[config.mk]
export PLATFORM = sky130hd
export DESIGN_NAME = max_number_from_two_digit_lists_core
export DESIGN_NICKNAME = d
export VERILOG_FILES = /design/src/rtl/mnd_pkg.sv /design/src/rtl/max_number_from_two_digit_lists_core.sv /design/src/rtl/mnd_ram.sv
export SDC_FILE = /design/constraint.sdc
export NUM_CORES = 2
export LEC_CHECK = 0
export CORE_MARGIN = 5
export CORE_UTILIZATION = 55
export CTS_BUF_LIST = sky130_fd_sc_hd__clkbuf_4 sky130_fd_sc_hd__clkbuf_8 sky130_fd_sc_hd__clkbuf_16
export DETAILED_ROUTE_END_ITERATION = 10
export DONT_BUFFER_PORTS = 1
export PLACE_DENSITY = 0.76
export SYNTH_ARGS = -nofsm -noshare
export SYNTH_HDL_FRONTEND = slang
export SYNTH_SLANG_ARGS = --single-unit
[constraint.sdc]
create_clock -name clk_i -period 9.6 [get_ports clk_i]
set_input_delay 2.4 -clock clk_i [delete_from_list [all_inputs] [get_ports clk_i]]
set_output_delay 2.4 -clock clk_i [all_outputs]
set_load 0.03 [all_outputs]
[src/rtl/mnd_pkg.sv]
// Shared types for the maximum-number block.
// Holds the sequencer state encoding and the digit width; no dependencies.
`timescale 1ns / 1ps

package mnd_pkg;

  localparam int DigitW = 4;

  typedef enum logic [14:0] {
    ST_IDLE    = 15'b000000000000001,
    ST_K_START = 15'b000000000000010,
    ST_K_RD    = 15'b000000000000100,
    ST_K_CHK   = 15'b000000000001000,
    ST_K_POP   = 15'b000000000010000,
    ST_M_RD    = 15'b000000000100000,
    ST_M_CMP   = 15'b000000001000000,
    ST_M_TAKE  = 15'b000000010000000,
    ST_M_WR    = 15'b000000100000000,
    ST_C_RD    = 15'b000001000000000,
    ST_C_CMP   = 15'b000010000000000,
    ST_Y_RD    = 15'b000100000000000,
    ST_Y_WR    = 15'b001000000000000,
    ST_E_RD    = 15'b010000000000000,
    ST_E_VAL   = 15'b100000000000000
  } mnd_state_e;

endpackage

[src/rtl/max_number_from_two_digit_lists_core.sv]
// Maximum number from two digit lists: top level with the sequencer.
// Load: one request per cycle while idle (in_ready_o high). After the request marked last,
// the search runs, paced by the single read port of each RAM in the merge compare.
// Each result digit is first read from the RAM, then presented.
// Reset (rst_ni low, asynchronous) clears counts, the sequencer and sets the configured k to 1.
// Uses mnd_pkg and mnd_ram.
`timescale 1ns / 1ps

module max_number_from_two_digit_lists_core #(
  parameter int MAX_LEN = 32,
  parameter int MAX_K   = 64
) (
  input  logic                       clk_i,
  input  logic                       rst_ni,
  input  logic                       cfg_we_i,
  input  logic [6:0]                 cfg_wdata_i,
  input  logic                       in_valid_i,
  output logic                       in_ready_o,
  input  logic                       func_i,
  input  logic [mnd_pkg::DigitW-1:0] digit_i,
  input  logic                       last_i,
  output logic                       out_valid_o,
  input  logic                       out_ready_i,
  output logic [mnd_pkg::DigitW-1:0] out_digit_o,
  output logic                       out_last_o,
  output logic                       too_long_o
);

  import mnd_pkg::*;

  // Index widths for the list/pick RAMs and the candidate/best RAMs.
  localparam int LW = (MAX_LEN > 1) ? $clog2(MAX_LEN) : 1;
  localparam int KW = $clog2(MAX_K);
  localparam int CW = $clog2(MAX_LEN + 1);
  // Working width for every length, index and offset of the search.
  localparam int VW = $clog2(MAX_K + 2 * MAX_LEN + 1);

  mnd_state_e state_q, state_d;

  logic [6:0]        rl_q;
  logic [CW-1:0]     m_q, m_d, n_q, n_d;
  logic [VW-1:0]     mlen_q, mlen_d, nlen_q, nlen_d, k_q, k_d;
  logic [VW-1:0]     i_q, i_d, hi_q, hi_d;
  logic [VW-1:0]     p_q, p_d, top_q, top_d, bud_q, bud_d;
  logic [VW-1:0]     mi_q, mi_d, mj_q, mj_d, mo_q, mo_d, x_q, x_d;
  logic [DigitW-1:0] tos_q, tos_d;
  logic              side_q, side_d, gt_q, gt_d, have_q, have_d, err_q, err_d;

  // RAM ports.
  logic              l1_we, l2_we, l1_re, l2_re;
  logic [LW-1:0]     l1_waddr, l2_waddr, list_raddr;
  logic [DigitW-1:0] l1_rd, l2_rd;
  logic              p1_we, p2_we, p1_re, p2_re;
  logic [LW-1:0]     pick_waddr, p1_raddr, p2_raddr;
  logic [DigitW-1:0] pick_wdata, p1_rd, p2_rd;
  logic              c_we, c_re, b_we, b_re;
  logic [KW-1:0]     c_waddr, c_raddr, b_waddr, b_raddr;
  logic [DigitW-1:0] c_wdata, c_rd, b_rd;

  // Derived values for the current split and the active list.
  logic [VW-1:0]     m_inc, n_inc, k_sat, klen, kwant, la, lb, ia, jb, topm2;
  logic [DigitW-1:0] kd;
  logic              keep_end, split_end;

  assign m_inc = VW'(m_q) + VW'(in_valid_i && !func_i && (m_q < CW'(MAX_LEN)));
  assign n_inc = VW'(n_q) + VW'(in_valid_i && func_i && (n_q < CW'(MAX_LEN)));
  assign k_sat = (rl_q > 7'(MAX_K)) ? VW'(MAX_K) : VW'(rl_q);
  assign la    = i_q;
  assign lb    = k_q - i_q;
  assign klen  = side_q ? nlen_q : mlen_q;
  assign kwant = side_q ? lb : la;
  assign kd    = side_q ? l2_rd : l1_rd;
  assign ia    = mi_q + x_q;
  assign jb    = mj_q + x_q;
  assign topm2 = top_q - VW'(2);

  assign in_ready_o  = (state_q == ST_IDLE);
  assign out_valid_o = (state_q == ST_E_VAL);
  assign out_digit_o = err_q ? '0 : b_rd;
  assign too_long_o  = err_q;
  assign out_last_o  = err_q || (x_q + VW'(1) == k_q);

  // Loading writes straight into the list RAMs; a full list drops the digit.
  assign l1_we      = in_valid_i && in_ready_o && !func_i && (m_q < CW'(MAX_LEN));
  assign l2_we      = in_valid_i && in_ready_o && func_i && (n_q < CW'(MAX_LEN));
  assign l1_waddr   = m_q[LW-1:0];
  assign l2_waddr   = n_q[LW-1:0];
  assign list_raddr = p_q[LW-1:0];

  always_comb begin
    state_d = state_q;
    m_d = m_q;       n_d = n_q;       mlen_d = mlen_q; nlen_d = nlen_q;
    k_d = k_q;       i_d = i_q;       hi_d = hi_q;
    p_d = p_q;       top_d = top_q;   bud_d = bud_q;   tos_d = tos_q;
    mi_d = mi_q;     mj_d = mj_q;     mo_d = mo_q;     x_d = x_q;
    side_d = side_q; gt_d = gt_q;     have_d = have_q; err_d = err_q;
    keep_end = 1'b0; split_end = 1'b0;
    l1_re = 1'b0; l2_re = 1'b0;
    p1_we = 1'b0; p2_we = 1'b0; p1_re = 1'b0; p2_re = 1'b0;
    pick_waddr = top_q[LW-1:0];
    pick_wdata = kd;
    p1_raddr = topm2[LW-1:0];
    p2_raddr = topm2[LW-1:0];
    c_we = 1'b0; c_re = 1'b0; b_we = 1'b0; b_re = 1'b0;
    c_waddr = mo_q[KW-1:0];
    c_wdata = gt_q ? p1_rd : p2_rd;
    c_raddr = x_q[KW-1:0];
    b_waddr = x_q[KW-1:0];
    b_raddr = x_q[KW-1:0];

    case (state_q)
      ST_IDLE: begin
        if (in_valid_i) begin
          m_d = m_inc[CW-1:0];
          n_d = n_inc[CW-1:0];
          if (last_i) begin
            m_d = '0;
            n_d = '0;
            mlen_d = m_inc;
            nlen_d = n_inc;
            k_d = k_sat;
            x_d = '0;
            have_d = 1'b0;
            if (k_sat == '0) begin
              state_d = ST_IDLE;
            end else if (k_sat > m_inc + n_inc) begin
              err_d = 1'b1;
              state_d = ST_E_VAL;
            end else begin
              err_d = 1'b0;
              i_d = (k_sat > n_inc) ? k_sat - n_inc : '0;
              hi_d = (k_sat < m_inc) ? k_sat : m_inc;
              side_d = 1'b0;
              state_d = ST_K_START;
            end
          end
        end
      end
      ST_K_START: begin
        p_d = '0;
        top_d = '0;
        bud_d = klen - kwant;
        if (klen == '0) begin
          keep_end = 1'b1;
        end else begin
          state_d = ST_K_RD;
        end
      end
      ST_K_RD: begin
        l1_re = !side_q;
        l2_re = side_q;
        state_d = ST_K_CHK;
      end
      ST_K_CHK: begin
        if (bud_q != '0 && top_q != '0 && tos_q < kd) begin
          // Pop: the new top of stack has to come back from the pick RAM.
          top_d = top_q - VW'(1);
          bud_d = bud_q - VW'(1);
          if (top_q > VW'(1)) begin
            p1_re = !side_q;
            p2_re = side_q;
            state_d = ST_K_POP;
          end
        end else begin
          p1_we = !side_q;
          p2_we = side_q;
          tos_d = kd;
          top_d = top_q + VW'(1);
          p_d = p_q + VW'(1);
          if (p_q + VW'(1) == klen) begin
            keep_end = 1'b1;
          end else begin
            state_d = ST_K_RD;
          end
        end
      end
      ST_K_POP: begin
        tos_d = side_q ? p2_rd : p1_rd;
        state_d = ST_K_CHK;
      end
      ST_M_RD: begin
        if (ia < la && jb < lb) begin
          p1_re = 1'b1;
          p1_raddr = ia[LW-1:0];
          p2_re = 1'b1;
          p2_raddr = jb[LW-1:0];
          state_d = ST_M_CMP;
        end else begin
          gt_d = (la - ia) > (lb - jb);
          state_d = ST_M_TAKE;
        end
      end
      ST_M_CMP: begin
        if (p1_rd != p2_rd) begin
          gt_d = p1_rd > p2_rd;
          state_d = ST_M_TAKE;
        end else begin
          x_d = x_q + VW'(1);
          state_d = ST_M_RD;
        end
      end
      ST_M_TAKE: begin
        p1_re = gt_q;
        p1_raddr = mi_q[LW-1:0];
        p2_re = !gt_q;
        p2_raddr = mj_q[LW-1:0];
        state_d = ST_M_WR;
      end
      ST_M_WR: begin
        c_we = 1'b1;
        if (gt_q) begin
          mi_d = mi_q + VW'(1);
        end else begin
          mj_d = mj_q + VW'(1);
        end
        mo_d = mo_q + VW'(1);
        x_d = '0;
        if (mo_q + VW'(1) == k_q) begin
          state_d = have_q ? ST_C_RD : ST_Y_RD;
        end else begin
          state_d = ST_M_RD;
        end
      end
      ST_C_RD: begin
        if (x_q < k_q) begin
          c_re = 1'b1;
          b_re = 1'b1;
          state_d = ST_C_CMP;
        end else begin
          split_end = 1'b1;
        end
      end
      ST_C_CMP: begin
        if (c_rd != b_rd) begin
          if (c_rd > b_rd) begin
            x_d = '0;
            state_d = ST_Y_RD;
          end else begin
            split_end = 1'b1;
          end
        end else begin
          x_d = x_q + VW'(1);
          state_d = ST_C_RD;
        end
      end
      ST_Y_RD: begin
        c_re = 1'b1;
        state_d = ST_Y_WR;
      end
      ST_Y_WR: begin
        b_we = 1'b1;
        have_d = 1'b1;
        x_d = x_q + VW'(1);
        if (x_q + VW'(1) == k_q) begin
          split_end = 1'b1;
        end else begin
          state_d = ST_Y_RD;
        end
      end
      ST_E_RD: begin
        b_re = 1'b1;
        state_d = ST_E_VAL;
      end
      ST_E_VAL: begin
        if (out_ready_i) begin
          if (err_q || x_q + VW'(1) == k_q) begin
            state_d = ST_IDLE;
          end else begin
            x_d = x_q + VW'(1);
            state_d = ST_E_RD;
          end
        end
      end
      default: begin
        state_d = ST_IDLE;
      end
    endcase

    // After the first list's stack is built, the second follows; then merge.
    if (keep_end) begin
      if (!side_q) begin
        side_d = 1'b1;
        state_d = ST_K_START;
      end else begin
        mi_d = '0;
        mj_d = '0;
        mo_d = '0;
        x_d = '0;
        state_d = ST_M_RD;
      end
    end

    // Move to the next split of k, or start emitting the best candidate.
    if (split_end) begin
      x_d = '0;
      if (i_q == hi_q) begin
        state_d = ST_E_RD;
      end else begin
        i_d = i_q + VW'(1);
        side_d = 1'b0;
        state_d = ST_K_START;
      end
    end
  end

  always_ff @(posedge clk_i or negedge rst_ni) begin
    if (!rst_ni) begin
      state_q <= ST_IDLE;
      rl_q <= 7'd1;
      m_q <= '0;
      n_q <= '0;
      err_q <= 1'b0;
      x_q <= '0;
      k_q <= '0;
    end else begin
      state_q <= state_d;
      if (cfg_we_i) begin
        rl_q <= cfg_wdata_i;
      end
      m_q <= m_d;
      n_q <= n_d;
      err_q <= err_d;
      x_q <= x_d;
      k_q <= k_d;
    end
  end

  always_ff @(posedge clk_i) begin
    mlen_q <= mlen_d; nlen_q <= nlen_d;
    i_q <= i_d;       hi_q <= hi_d;
    p_q <= p_d;       top_q <= top_d;   bud_q <= bud_d;   tos_q <= tos_d;
    mi_q <= mi_d;     mj_q <= mj_d;     mo_q <= mo_d;
    side_q <= side_d; gt_q <= gt_d;     have_q <= have_d;
  end

  mnd_ram #(.Depth(MAX_LEN), .Width(DigitW)) u_list1 (
    .clk_i, .we_i(l1_we), .waddr_i(l1_waddr), .wdata_i(digit_i),
    .re_i(l1_re), .raddr_i(list_raddr), .rdata_o(l1_rd)
  );

  mnd_ram #(.Depth(MAX_LEN), .Width(DigitW)) u_list2 (
    .clk_i, .we_i(l2_we), .waddr_i(l2_waddr), .wdata_i(digit_i),
    .re_i(l2_re), .raddr_i(list_raddr), .rdata_o(l2_rd)
  );

  mnd_ram #(.Depth(MAX_LEN), .Width(DigitW)) u_pick1 (
    .clk_i, .we_i(p1_we), .waddr_i(pick_waddr), .wdata_i(pick_wdata),
    .re_i(p1_re), .raddr_i(p1_raddr), .rdata_o(p1_rd)
  );

  mnd_ram #(.Depth(MAX_LEN), .Width(DigitW)) u_pick2 (
    .clk_i, .we_i(p2_we), .waddr_i(pick_waddr), .wdata_i(pick_wdata),
    .re_i(p2_re), .raddr_i(p2_raddr), .rdata_o(p2_rd)
  );

  mnd_ram #(.Depth(MAX_K), .Width(DigitW)) u_cand (
    .clk_i, .we_i(c_we), .waddr_i(c_waddr), .wdata_i(c_wdata),
    .re_i(c_re), .raddr_i(c_raddr), .rdata_o(c_rd)
  );

  mnd_ram #(.Depth(MAX_K), .Width(DigitW)) u_best (
    .clk_i, .we_i(b_we), .waddr_i(b_waddr), .wdata_i(c_rd),
    .re_i(b_re), .raddr_i(b_raddr), .rdata_o(b_rd)
  );

  // Results are never offered while new requests are taken.
  a_no_overlap: assert property (@(posedge clk_i) disable iff (!rst_ni)
    out_valid_o |-> !in_ready_o)
    else $error("result offered while accepting requests");

  // The stack can never hold more digits than have been read.
  a_stack_bound: assert property (@(posedge clk_i) disable iff (!rst_ni)
    (state_q == ST_K_CHK) |-> (top_q <= p_q))
    else $error("stack deeper than digits consumed");

  // Merge writes stay within the k candidate positions.
  a_merge_bound: assert property (@(posedge clk_i) disable iff (!rst_ni)
    (state_q == ST_M_WR) |-> (mo_q < k_q))
    else $error("merge wrote past k digits");

  // An error result is always the only and final one.
  a_err_last: assert property (@(posedge clk_i) disable iff (!rst_ni)
    (out_valid_o && too_long_o) |-> (out_last_o && out_digit_o == '0))
    else $error("error result not marked last");

endmodule

[src/rtl/mnd_ram.sv]
// Simple dual-port synchronous RAM with a registered, read-enabled output.
// Generic storage used by the maximum-number core; no dependencies.
`timescale 1ns / 1ps

module mnd_ram #(
  parameter int Depth = 32,
  parameter int Width = 4
) (
  input  logic                                     clk_i,
  input  logic                                     we_i,
  input  logic [((Depth > 1) ? $clog2(Depth) : 1)-1:0] waddr_i,
  input  logic [Width-1:0]                         wdata_i,
  input  logic                                     re_i,
  input  logic [((Depth > 1) ? $clog2(Depth) : 1)-1:0] raddr_i,
  output logic [Width-1:0]                         rdata_o
);

  logic [Width-1:0] mem_q [Depth];

  always_ff @(posedge clk_i) begin
    if (we_i) begin
      mem_q[waddr_i] <= wdata_i;
    end
  end

  always_ff @(posedge clk_i) begin
    if (re_i) begin
      rdata_o <= mem_q[raddr_i];
    end
  end

endmodule
==> results.yml <==
detailed_routing:
  post_drt_wl_per_cell_microns: 24.3
  drtAntennaViolNets: 0
  wl_mm: 119
  via_per_inst: 6.37
  first_pass_iters: 6
  first_iter_violations: 3543
  vias: 31198
  post-route-drc-count: 0
setup_path:
  worstPathArrival_ns: 7.30
  crit_type: "primary input to flop"
  worst_path_largest_cell_delay_ns: 0.56
  critPathCaptureType: "flop"
  path_max_fanout: 13
  r2r_start: "i_q[1]"
  crit_path_top_delay_cell: "nor3b_1"
  required_ns: 10.17
  path_common_cell: "ha_1"
  critPathLaunch: "func_i"
  critPathLaunchType: "primary input"
  crit_chain: "nor3b_1 > ha_1 > ha_1 > xnor2_1 > inv_1 > ha_1 > a21o_1 > a31o_1 > a21o_1 > a21oi_1 > xnor2_1 > ha_1 > nand3_1 > nor2_1 > a2111oi_0 > o211a_1 > nor2_1 > and2_1 > a221o_1"
floorplan:
  core_area_sq_um: 92900
  rows: 112
  die_area_sq_um: 99300
  initial_utilization_pct: 55.1
  dieHeight_microns: 315
  io_pins: 26
  chipWidth_microns: 315
timing:
  post-route-min-period_ns: 6.73
  final-hold-violation-count: 0
  setup_tns_ns: 0
  rsz0062_at_grt: "no"
  max_freq_mhz: 148
  final.period_utilization_pct: 70.1
  slew_violations: 0
  max_slew_margin_pct: 23.4
  tightest_slew_ns: 1.13
  finClkSkew_ns: 0.0254
  setup_violations: 0
logic_synthesis:
  netlist.top_cell.by_area: "edfxtp_1"
  ys.flop_type: "edfxtp_1"
  synth_area_sq_um: 51200
  yosys-top-cells-area: "edfxtp_1 64%, mux4_2 3.5%, ha_1 2.9%, a22oi_1 2.8%, nor2_1 2.8%"
  synth-edff-count: 1099
  netlist_instances: 3583
  synth.top_cell.area_share_pct: 64.5
  yosys_register_bits: 1182
  postSynthAreaPerCell_sq_um: 14.3
  synth_cell_types: 90
  syn-num-nets: 3726
  yosys_warnings: 0
  synthArstFlopShare_pct: 4.23
  yosysSeqAreaShare_pct: 68.2
clocking:
  ctsHoldBuffers: 0
  h-tree-depth: 3
  cts_max_path_buffers: 3
  cts-root-buf: "clkbuf_16"
  clk_pin_slew_ns: 0.06
  worstSkewPairLatency_ns: 0.69
  clock-sinks: 1182
  cts_tree: "built"
  cts_buffers: 109
  cts_resized: 0
  cts_setup_buffers: 0
global_routing:
  grt_max_degree: 69
  grt.total_usage_pct: 23.7
  grt_antenna_before_repair: 1
  grt_pass1_wl_mm: 182
  grt_pass1_vias: 30812
  grt_overflow: 0
pwr:
  peakVddDrop_v: 0.000204
  power.total_mw: 13.5
  total_leakage_power_nw: 18.8
  powerDensity_nw_per_um2: 240
worst_hold_path:
  hold_class: "flop to flop"
  min_from: "rl_q[3]"
layout:
  final_cell_mix: "1,099 x edfxtp_1, 380 x nor2_1, 292 x nand2_1"
  drive_above_1_share_pct: 10.8
  syn_to_final_growth_pct: 9.59
  final_common_cell: "edfxtp_1"
  nets: 3691
  utilization_pct: 60.4
  antenna_cells: 0
place:
  portBuffers: 0
  place_congestion: 0.893
  dp_hpwl_mm: 72.9
run:
  cap_violations: 0
outcome:
  status: "finished, final reports clean"
[area by class of cell]
class / instances / area (sq um)
Clock buffer: 141 / 3100
Fill cell: 6645 / 36800
Inverter: 103 / 387
Sequential cell: 1182 / 34900
Timing Repair Buffer: 39 / 293
Tap cell: 1254 / 1570
Multi-Input combinational cell: 2113 / 15200
Clock inverter: 65 / 631
[through the flow]
step | setup slack [ns] | area, sq um | hold WS [ns] | cells
floorplan | 3.13 | 51200 | 0.496 | 3583
global placement | 2.61 | 52400 | 0.513 | 4691
detailed placement | 2.41 | 52400 | 0.523 | 4691
CTS | 2.89 | 56100 | 0.536 | 4897
global route | 2.56 | 56100 | 0.564 | 4897
finish | 2.87 | 56100 | 0.525 | 4897
[registers in the layout, summed over array words and instances (netlist names), 15 cells and up]
register       cells
u_pick1.mem_q    128
u_best.mem_q     256
u_list2.mem_q    128
state_q           15
u_pick2.mem_q    128
u_list1.mem_q    128
u_cand.mem_q     256
[worst max-delay path, delay by kind of cell]
family                   cells  cell delay [ns]
buffers and inverters        1             0.13
AO/OA/AOI/OAI                7             2.03
AND/OR/NAND/NOR              5             1.17
adder cells (fa/ha/maj)      4             1.12
XOR/XNOR                     2             0.42
[power by group]
| group | total [mW] | internal (mW) | leakage (nW) | switching (mW) |
|---|---|---|---|---|
| logic | 3.05 | 1.19 | 6.13 | 1.86 |
| clock network | 4.43 | 2.54 | 1.87 | 1.89 |
| registers | 5.99 | 5.82 | 10.8 | 0.166 |
[routing by layer]
layer	global-route usage, %	vias to the layer above	wire length [microns]
li1	-	13773	-
met4	7.18	2	3250
met2	38.2	1658	57000
met5	0	-	13
met3	3.39	243	10800
met1	34.1	15522	47700
[worst paths after layout]
kind / depth (start not counted) / endpoint / slack [ns]
setup / recovery: 19 / i_q[7] / 2.87
hold / removal: 1 / rl_q[3] / 0.52
setup reg to reg: 20 / u_pick1.rdata_o[0] / 3.69
hold reg to reg: 1 / rl_q[3] / 0.52
max in group asynchronous: 0 / state_q[0] / 7.99
min in group asynchronous: 0 / m_q[5] / 1.39
[kinds of logic (layout without fill, tap and decap cells)]
family                   after synthesis  in the layout  share of synthesized area [%]
buffers and inverters                288            348                           2.25
flip-flops                          1182           1182                           68.2
multiplexers                         175            175                           5.45
AND/OR/NAND/NOR                     1076           1076                           9.94
adder cells (fa/ha/maj)              126            126                           3.19
AO/OA/AOI/OAI                        605            605                           8.70
XOR/XNOR                             131            131                           2.27
[cells in the mapped netlist (all sizes together), types with 30 or more instances]
library cell / number
a21oi: 74
a221oi: 35
a22o: 33
a22oi: 191
a32oi: 30
buf: 54
clkbuf: 131
dfrtp: 48
dfxtp: 33
edfxtp: 1099
ha: 117
inv: 103
mux2i: 66
mux4: 80
nand2: 294
nand3: 86
nand4: 95
nor2: 382
nor3: 34
o21ai: 71
xnor2: 71
xor2: 59
(Power assumes the default switching activity.)
